## config.mk

```make
export PLATFORM = sky130hd
export DESIGN_NAME = polyphase_decimating_fir
export DESIGN_NICKNAME = d
export VERILOG_FILES = /design/src/sv/pdf_pkg.sv /design/src/sv/polyphase_decimating_fir.sv /design/src/sv/pdf_dp.sv /design/src/sv/pdf_ctrl.sv
export SDC_FILE = /design/constraint.sdc
export NUM_CORES = 2
export LEC_CHECK = 0
export BUFFER_PORTS_ARGS = -buffer_cell sky130_fd_sc_hd__buf_2
export CAP_MARGIN = 20
export CORE_ASPECT_RATIO = 1.75
export CORE_MARGIN = 2
export CORE_UTILIZATION = 43
export DETAILED_ROUTE_END_ITERATION = 16
export SYNTH_ARGS = -nofsm -noshare
export SYNTH_HDL_FRONTEND = slang
export SYNTH_SLANG_ARGS = --single-unit
```

## constraint.sdc

```tcl
create_clock -name clk -period 8.28 [get_ports clk]
set_input_delay 0.828 -clock clk [delete_from_list [all_inputs] [get_ports clk]]
set_output_delay 0.828 -clock clk [all_outputs]
set_load 0.03 [all_outputs]
```

## src/sv/pdf_pkg.sv

```systemverilog
// ----------------------------------------------------------------------------
// pdf_pkg
// Shared types, fixed coefficients and command/status words for the
// polyphase decimating FIR.
// ----------------------------------------------------------------------------
package pdf_pkg;

    // Tap index width: covers the widest supported line (64 taps).
    localparam int TAP_IDX_W   = 6;
    localparam int COEF_W      = 16;
    localparam int COEF_COUNT  = 21;
    localparam int COEF_IDX_W  = 5;
    localparam int OUT_W       = 32;
    localparam int FRAC_BITS   = 16;

    typedef logic signed [COEF_W-1:0] coef_t;

    // Signed Q0.16 coefficients (16 fractional bits), row for delay line 0 and row for delay line 1
    localparam coef_t COEF_LINE0 [COEF_COUNT] = '{
        -16'sd706,  16'sd408,    16'sd41,  -16'sd624,  16'sd1278, -16'sd1139,
         16'sd31,   16'sd2298,  -16'sd5002, 16'sd7339, 16'sd24605, 16'sd7339,
        -16'sd5002, 16'sd2298,   16'sd31,  -16'sd1139, 16'sd1278, -16'sd624,
         16'sd41,   16'sd408,   -16'sd706
    };

    localparam coef_t COEF_LINE1 [COEF_COUNT] = '{
        -16'sd121,  16'sd598,   -16'sd709,  16'sd449,  16'sd583,  -16'sd1748,
         16'sd2496, -16'sd1480, -16'sd2580, 16'sd19259, 16'sd19259, -16'sd2580,
        -16'sd1480, 16'sd2496,  -16'sd1748, 16'sd583,  16'sd449,  -16'sd709,
         16'sd598,  -16'sd121,   16'sd0
    };

    // Taps past the defined set weigh zero.
    function automatic coef_t coef_at(input logic line, input logic [TAP_IDX_W-1:0] idx);
        coef_t c;
        c = '0;
        if (idx < TAP_IDX_W'(COEF_COUNT))
        begin
            if (line)
                c = COEF_LINE1[idx[COEF_IDX_W-1:0]];
            else
                c = COEF_LINE0[idx[COEF_IDX_W-1:0]];
        end
        return c;
    endfunction

    // Controller to datapath
    typedef struct packed {
        logic                 wr;      // store the accepted word in its line
        logic                 line;    // delay line in use for this word
        logic                 issue;   // read one tap and start its product
        logic [TAP_IDX_W-1:0] age;     // age of the tap being read
        logic                 finish;  // emit the pair sum and clear it
    } dp_cmd_t;

    // Datapath to controller
    typedef struct packed {
        logic pipe_busy;  // products still on their way to the accumulator
        logic out_full;   // result register holds a word that is stalled
    } dp_stat_t;

endpackage

```

## src/sv/polyphase_decimating_fir.sv

```systemverilog
// ----------------------------------------------------------------------------
// polyphase_decimating_fir
// Polyphase low-pass FIR, decimation by two, Q16.16 samples in and out.
// ----------------------------------------------------------------------------
//
//  channel   valid      stall      payload                         dir
//  -------   --------   ---------  ------------------------------  ---
//  input     in_valid   in_stall   sample_in    [SAMPLE_WIDTH-1:0]  in
//  output    out_valid  out_stall  filtered_out [31:0]              out
//
//  Each word is stored, then stepped tap by tap through the single shared
//  multiplier, and the read/multiply/accumulate pipeline drains before the
//  next word is taken. One result leaves per pair.
//  Reset clears the phase, the accumulator and both fill counts; taps not
//  yet written since reset read as zero, so no clearing pass is needed.
//  A stalled result holds in the output register while the next word is
//  taken; only the close of the following pair waits for it to drain.
//
// ----------------------------------------------------------------------------
module polyphase_decimating_fir #(
    parameter int TAPS_PER_PHASE = 21,
    parameter int SAMPLE_WIDTH   = 32
) (
    input  logic                              clk,
    input  logic                              rst_n,
    input  logic                              in_valid,
    output logic                              in_stall,
    input  logic signed [SAMPLE_WIDTH-1:0]    sample_in,
    output logic                              out_valid,
    input  logic                              out_stall,
    output logic signed [pdf_pkg::OUT_W-1:0]  filtered_out
);

    // command and status between sequencer and datapath
    pdf_pkg::dp_cmd_t  cmd;
    pdf_pkg::dp_stat_t stat;

    // Sequencer: phase bit, tap counter, pair close
    pdf_ctrl #(
        .TAPS_PER_PHASE (TAPS_PER_PHASE)
    ) u_ctrl (
        .clk      (clk),
        .rst_n    (rst_n),
        .in_valid (in_valid),
        .in_stall (in_stall),
        .cmd      (cmd),
        .stat     (stat)
    );

    // Datapath: delay-line memory, multiplier, accumulator, result register
    pdf_dp #(
        .TAPS_PER_PHASE (TAPS_PER_PHASE),
        .SAMPLE_WIDTH   (SAMPLE_WIDTH)
    ) u_dp (
        .clk          (clk),
        .rst_n        (rst_n),
        .cmd          (cmd),
        .stat         (stat),
        .sample_in    (sample_in),
        .out_valid    (out_valid),
        .out_stall    (out_stall),
        .filtered_out (filtered_out)
    );

endmodule

```

## src/sv/pdf_dp.sv

```systemverilog
// ----------------------------------------------------------------------------
// pdf_dp
// Datapath: circular delay-line memory, one shared multiplier, pair
// accumulator and result register.
// ----------------------------------------------------------------------------
module pdf_dp #(
    parameter int TAPS_PER_PHASE = 21,
    parameter int SAMPLE_WIDTH   = 32
) (
    input  logic                                  clk,
    input  logic                                  rst_n,
    input  pdf_pkg::dp_cmd_t                      cmd,
    output pdf_pkg::dp_stat_t                     stat,
    input  logic signed [SAMPLE_WIDTH-1:0]        sample_in,
    output logic                                  out_valid,
    input  logic                                  out_stall,
    output logic signed [pdf_pkg::OUT_W-1:0]      filtered_out
);

    localparam int PW = (TAPS_PER_PHASE > 1) ? $clog2(TAPS_PER_PHASE) : 1;
    localparam int AW = $clog2(2 * TAPS_PER_PHASE);
    localparam int FW = $clog2(TAPS_PER_PHASE + 1);
    localparam int MW = SAMPLE_WIDTH + pdf_pkg::COEF_W;

    logic signed [SAMPLE_WIDTH-1:0] mem [0:2*TAPS_PER_PHASE-1];

    logic [PW-1:0] wp_reg   [2];
    logic [FW-1:0] fill_reg [2];
    logic [PW-1:0] rp_reg;

    logic                           rd_vld_reg;
    logic                           tap_ok_reg;
    logic signed [SAMPLE_WIDTH-1:0] rd_data_reg;
    pdf_pkg::coef_t                 coef_reg;

    logic                               prod_vld_reg;
    logic signed [pdf_pkg::OUT_W-1:0]   prod_reg;
    logic signed [pdf_pkg::OUT_W-1:0]   prod_next;

    logic signed [pdf_pkg::OUT_W-1:0]   acc_reg;
    logic                               out_valid_reg;
    logic signed [pdf_pkg::OUT_W-1:0]   out_data_reg;

    logic [PW-1:0] wr_pos;
    logic [PW-1:0] rp_dec;
    logic [AW-1:0] wr_addr;
    logic [AW-1:0] rd_addr;
    logic [FW-1:0] fill_cur;

    logic signed [SAMPLE_WIDTH-1:0] mul_a;
    logic signed [MW-1:0]           mul_p;
    logic signed [MW-1:0]           mul_sh;

    // Advance the write pointer of the selected line, wrapping at the line length
    always_comb
    begin
        if (wp_reg[cmd.line] == PW'(TAPS_PER_PHASE - 1))
            wr_pos = '0;
        else
            wr_pos = wp_reg[cmd.line] + 1'b1;

        if (rp_reg == '0)
            rp_dec = PW'(TAPS_PER_PHASE - 1);
        else
            rp_dec = rp_reg - 1'b1;

        wr_addr  = AW'(wr_pos) + (cmd.line ? AW'(TAPS_PER_PHASE) : AW'(0));
        rd_addr  = AW'(rp_reg) + (cmd.line ? AW'(TAPS_PER_PHASE) : AW'(0));
        fill_cur = fill_reg[cmd.line];
    end

    always_ff @(posedge clk)
    begin
        if (cmd.wr)
            mem[wr_addr] <= sample_in;
        if (cmd.issue)
            rd_data_reg <= mem[rd_addr];
    end

    // Floor the product to 16 fractional bits; keep the low 32 bits
    always_comb
    begin
        mul_a     = tap_ok_reg ? rd_data_reg : '0;
        mul_p     = MW'(mul_a) * MW'(coef_reg);
        mul_sh    = mul_p >>> pdf_pkg::FRAC_BITS;
        prod_next = pdf_pkg::OUT_W'(mul_sh);
    end

    always_ff @(posedge clk)
    begin
        if (cmd.issue)
            coef_reg <= pdf_pkg::coef_at(cmd.line, cmd.age);
        if (rd_vld_reg)
            prod_reg <= prod_next;
        if (cmd.finish)
            out_data_reg <= acc_reg;
    end

    always_ff @(posedge clk or negedge rst_n)
    begin
        if (!rst_n)
        begin
            wp_reg[0]     <= '0;
            wp_reg[1]     <= '0;
            fill_reg[0]   <= '0;
            fill_reg[1]   <= '0;
            rp_reg        <= '0;
            rd_vld_reg    <= 1'b0;
            tap_ok_reg    <= 1'b0;
            prod_vld_reg  <= 1'b0;
            acc_reg       <= '0;
            out_valid_reg <= 1'b0;
        end
        else
        begin
            if (cmd.wr)
            begin
                wp_reg[cmd.line] <= wr_pos;
                rp_reg           <= wr_pos;
                if (fill_cur != FW'(TAPS_PER_PHASE))
                    fill_reg[cmd.line] <= fill_cur + 1'b1;
            end
            else if (cmd.issue)
            begin
                rp_reg <= rp_dec;
            end

            rd_vld_reg   <= cmd.issue;
            // taps never written since reset read as zero
            tap_ok_reg   <= FW'(cmd.age) < fill_cur;
            prod_vld_reg <= rd_vld_reg;

            if (cmd.finish)
                acc_reg <= '0;
            else if (prod_vld_reg)
                acc_reg <= acc_reg + prod_reg;

            if (cmd.finish)
                out_valid_reg <= 1'b1;
            else if (!out_stall)
                out_valid_reg <= 1'b0;
        end
    end

    assign stat.pipe_busy = rd_vld_reg | prod_vld_reg;
    assign stat.out_full  = out_valid_reg & out_stall;
    assign out_valid      = out_valid_reg;
    assign filtered_out   = out_data_reg;

`ifndef SYNTHESIS
    a_finish_loads: assert property (@(posedge clk) disable iff (!rst_n)
        cmd.finish |=> (out_valid_reg && acc_reg == '0))
        else $error("pair sum not loaded or accumulator not cleared");

    a_no_acc_on_finish: assert property (@(posedge clk) disable iff (!rst_n)
        cmd.finish |-> !prod_vld_reg)
        else $error("product still pending when pair sum emitted");

    a_fill_bound: assert property (@(posedge clk) disable iff (!rst_n)
        (fill_reg[0] <= FW'(TAPS_PER_PHASE)) && (fill_reg[1] <= FW'(TAPS_PER_PHASE)))
        else $error("delay line fill count past line length");
`endif

endmodule

```

## src/sv/pdf_ctrl.sv

```systemverilog
// ----------------------------------------------------------------------------
// pdf_ctrl
// Controller: accepts a word, steps the shared multiplier over the taps of
// its line, waits for the pipeline to drain and closes the pair on its second word.
// ----------------------------------------------------------------------------
module pdf_ctrl #(
    parameter int TAPS_PER_PHASE = 21
) (
    input  logic               clk,
    input  logic               rst_n,
    input  logic               in_valid,
    output logic               in_stall,
    output pdf_pkg::dp_cmd_t   cmd,
    input  pdf_pkg::dp_stat_t  stat
);

    localparam int IW = (TAPS_PER_PHASE > 1) ? $clog2(TAPS_PER_PHASE) : 1;

    localparam logic [1:0] ST_IDLE  = 2'd0;
    localparam logic [1:0] ST_RUN   = 2'd1;
    localparam logic [1:0] ST_DRAIN = 2'd2;

    logic [1:0]    state_reg, state_next;
    logic [IW-1:0] cnt_reg,   cnt_next;
    logic          phase_reg, phase_next;

    always_comb
    begin
        state_next = state_reg;
        cnt_next   = cnt_reg;
        phase_next = phase_reg;
        in_stall   = 1'b1;

        cmd        = '0;
        // first word of a pair goes to line 1, second to line 0
        cmd.line   = ~phase_reg;
        cmd.age    = pdf_pkg::TAP_IDX_W'(cnt_reg);

        case (state_reg)
            ST_IDLE:
            begin
                in_stall = 1'b0;
                if (in_valid)
                begin
                    cmd.wr     = 1'b1;
                    cnt_next   = '0;
                    state_next = ST_RUN;
                end
            end
            ST_RUN:
            begin
                cmd.issue = 1'b1;
                cnt_next  = cnt_reg + 1'b1;
                if (cnt_reg == IW'(TAPS_PER_PHASE - 1))
                    state_next = ST_DRAIN;
            end
            ST_DRAIN:
            begin
                if (!stat.pipe_busy)
                begin
                    if (!phase_reg)
                    begin
                        phase_next = 1'b1;
                        state_next = ST_IDLE;
                    end
                    else if (!stat.out_full)
                    begin
                        cmd.finish = 1'b1;
                        phase_next = 1'b0;
                        state_next = ST_IDLE;
                    end
                end
            end
            default:
            begin
                state_next = ST_IDLE;
            end
        endcase
    end

    always_ff @(posedge clk or negedge rst_n)
    begin
        if (!rst_n)
        begin
            state_reg <= ST_IDLE;
            cnt_reg   <= '0;
            phase_reg <= 1'b0;
        end
        else
        begin
            state_reg <= state_next;
            cnt_reg   <= cnt_next;
            phase_reg <= phase_next;
        end
    end

`ifndef SYNTHESIS
    a_accept_runs: assert property (@(posedge clk) disable iff (!rst_n)
        (in_valid && !in_stall) |=> (state_reg == ST_RUN))
        else $error("accepted word did not start a tap sweep");

    a_finish_drained: assert property (@(posedge clk) disable iff (!rst_n)
        cmd.finish |-> (!stat.pipe_busy && !stat.out_full && phase_reg))
        else $error("pair closed with pipeline busy or result blocked");

    a_phase_flips: assert property (@(posedge clk) disable iff (!rst_n)
        (state_reg == ST_DRAIN && state_next == ST_IDLE) |=> (phase_reg != $past(phase_reg)))
        else $error("phase did not alternate after a word");
`endif

endmodule

```

==> impl_metrics.yaml <==
yosys:
  yosysTopAreaCellShare: 0.5594
  synth.ff_latch_count: 1525
  ys_types: 85
  synth_ff_type: "edfxtp_1"
  async_flop_share: 0.04525
  synth_warnings: 0
  synth_area_per_cell_um2: 16.09
  synth_edf_count: 1456
  yosys.area.top_type: "edfxtp_1"
  synth-seq-area-share: 0.5815
  synthCells: 4858
  synth_nets: 5552
  ys_top_cells_by_area: "edfxtp_1 (56%), fa_1 (12%), mux4_2 (12%)"
  netlist_area_mm2: 0.07816
worst_setup_path:
  critical_path_class: "flip-flop to flip-flop"
  timing.rr.end: "u_dp.prod_reg[26]"
  critPathCaptureType: "flip-flop"
  cp_max_fo: 68
  reg2regPathDepth: 17
  reg2reg_slack_ps: 530
  required_ps: 8780
  timing.rr.start: "u_dp.tap_ok_reg"
  startpoint_type: "flip-flop"
  endpoint: "u_dp.prod_reg[26]"
  crit_arrival_ps: 8250
  crit_start: "u_dp.tap_ok_reg"
placed_design:
  io_buffers: 69
  dp.final_hpwl_mm: 134.7
  placed_cell_area_mm2: 0.08209
  globalplace.congestion: 0.9185
clock_network:
  numCtsBuffers: 147
  clkLatencyLatePin_ps: 790
  root_buffer: "clkbuf_16"
  cts.sinks: 1525
  cts_max_path_buffers: 4
  cts_max_level: 4
  cts_tree: "yes"
  path_clk_slew_ps: 60
global_routing:
  grt_max_degree: 70
  grt_util_met3: 0.02411
  grt_first_pass_wirelength_mm: 297.7
  grt_use_met1: 0.2301
  grt_busiest_layer: "met2"
  met2_usage: 0.4319
  antenna_found_initial: 19
  grt.total_usage: 0.2193
  grt_overflow: 0
  grt_pass1_vias: 45622
route:
  routedWlPerCell_um: 26.97
  vias: 42015
  antenna_left: 0
  vias_per_cell: 5.609
  first_pass_iters: 7
  wirelength_mm: 202.0
  drtIter0Drc: 3209
  drc: 0
layout:
  drive_gt1_frac: 0.1899
  final_common_cell: "edfxtp_1"
  area_growth_pct: 10.78
  top_register: "u_dp.mem"
  fin_area_mm2: 0.08658
  final_cell_mix: "edfxtp_1 (1,456), inv_1 (595), fa_1 (486)"
  fin_nets: 5669
  largest_register_ffs: 1344
floorplanning:
  die_area_mm2: 0.1853
  core_mm2: 0.1810
  num_rows: 207
  die_w_um: 326.3
  initial_utilization: 0.4317
  fp.dieH_um: 568.0
  io_pins: 70
hold_path:
  hold_path.class: "input pin to flip-flop"
status:
  status: "finished clean"
sta:
  rsz0062_at_grt: "false"
  maxSlewHeadroom: 0.2314
  period_minus_slack_ps: 7746
  fmax_mhz: 129.1
  worstMarginPinSlew_ps: 1153
  hold_viol: 0
  slew_violations: 0
  finClkSkew_ps: 51.91
  setup_tns_ps: 0
  fin_crit_sh: 0.9355
  setup_violations: 0
job:
  drv_cap: 0
-- stage by stage --
step / utilization / worst slack, ps / std cells / hold slack (ps)
6_report: 0.4782 / 534.1 / 7490 / 302.2
3_5_place_dp: 0.4535 / 517.9 / 7227 / 470.5
5_1_grt: 0.4782 / 272.6 / 7487 / 301.4
3_3_place_gp: 0.4533 / 570.1 / 7226 / 456.8
2_1_floorplan: - / 1501 / 4858 / 444.4
4_1_cts: 0.4780 / 522.1 / 7483 / 251.2
-- metal layers --
metal	wire length, µm	part of all wire
met1	67490	0.33
met2	115900	0.57
met3	8482	0.042
met4	10010	0.050
met5	71	0.00035
-- cell usage after synthesis, drive strengths merged (13+ instances only) --
cell type	instances
inv	599
a21o	25
a21oi	89
xnor2	43
buf	46
fa	486
ha	172
dfrtp	69
mux4	416
and2	40
xor2	27
edfxtp	1456
nor3	34
nor2	136
a211oi	16
nand2b	13
mux2i	15
nor2b	16
nand2	397
o21a	16
and3	211
clkbuf	194
o22ai	16
o21ai	78
nand3	37
mux2	77
-- worst min path at each step --
stage | from | endpoint | slack [ps] | depth (start not counted)
floorplan | u_dp.wp_reg[8] | u_dp.wp_reg[8] | 440 | 2
global placement | u_dp.wp_reg[9] | u_dp.wp_reg[9] | 460 | 2
detailed placement | u_dp.wp_reg[8] | u_dp.wp_reg[8] | 470 | 2
CTS | rst_n | u_dp.rp_reg[2] | 250 | 1
global route | out_stall | u_dp.out_valid | 300 | 3
finish | out_stall | u_dp.out_valid | 300 | 3
-- critical path, cell delays in order, from the launching register on --
cell	delay, ps
dfrtp_4	810
buf_4	430
and2_1	390
nand2_1	220
fa_1	620
inv_1	70
fa_1	720
fa_1	510
fa_1	580
fa_1	430
fa_1	460
ha_1	400
a21o_1	210
a211oi_1	350
o21ai_0	330
or3_1	380
nor3_1	440
nor3_1	110
-- layout make-up --
type / instances / area (µm²)
multi-input cells: 2492 / 29880
clock buffers: 178 / 3816
diodes: 5 / 12.51
repair buffers: 208 / 1539
fillers: 15280 / 94460
inverters: 601 / 2256
clock inverters: 78 / 623.1
well taps: 2403 / 3007
flip-flops and latches: 1525 / 45450
-- kinds of logic (layout without fill, tap and decap cells) --
family	after synthesis	after routing	share of synthesized area
AO/OA/AOI/OAI	334	334	0.02846
XOR/XNOR	70	70	0.007844
adder cells (fa/ha/maj)	658	658	0.1520
buffers and inverters	841	1065	0.04100
flip-flops	1525	1525	0.5815
multiplexers	508	508	0.1329
other	0	5	0
AND/OR/NAND/NOR	922	922	0.05630
-- what timing repair did --
| item | CTS | global route |
|---|---|---|
| hold endpoints to repair | 0 | 23 |
| buffers inserted | 0 | 0 |
| setup endpoints to repair | 0 | 0 |
| resized for setup | 0 | 0 |
| hold buffers | 0 | 1 |
Power is left out: the tool's default activity adds up to more than one toggle a clock period on the data nets, which glitch-free logic cannot reach.
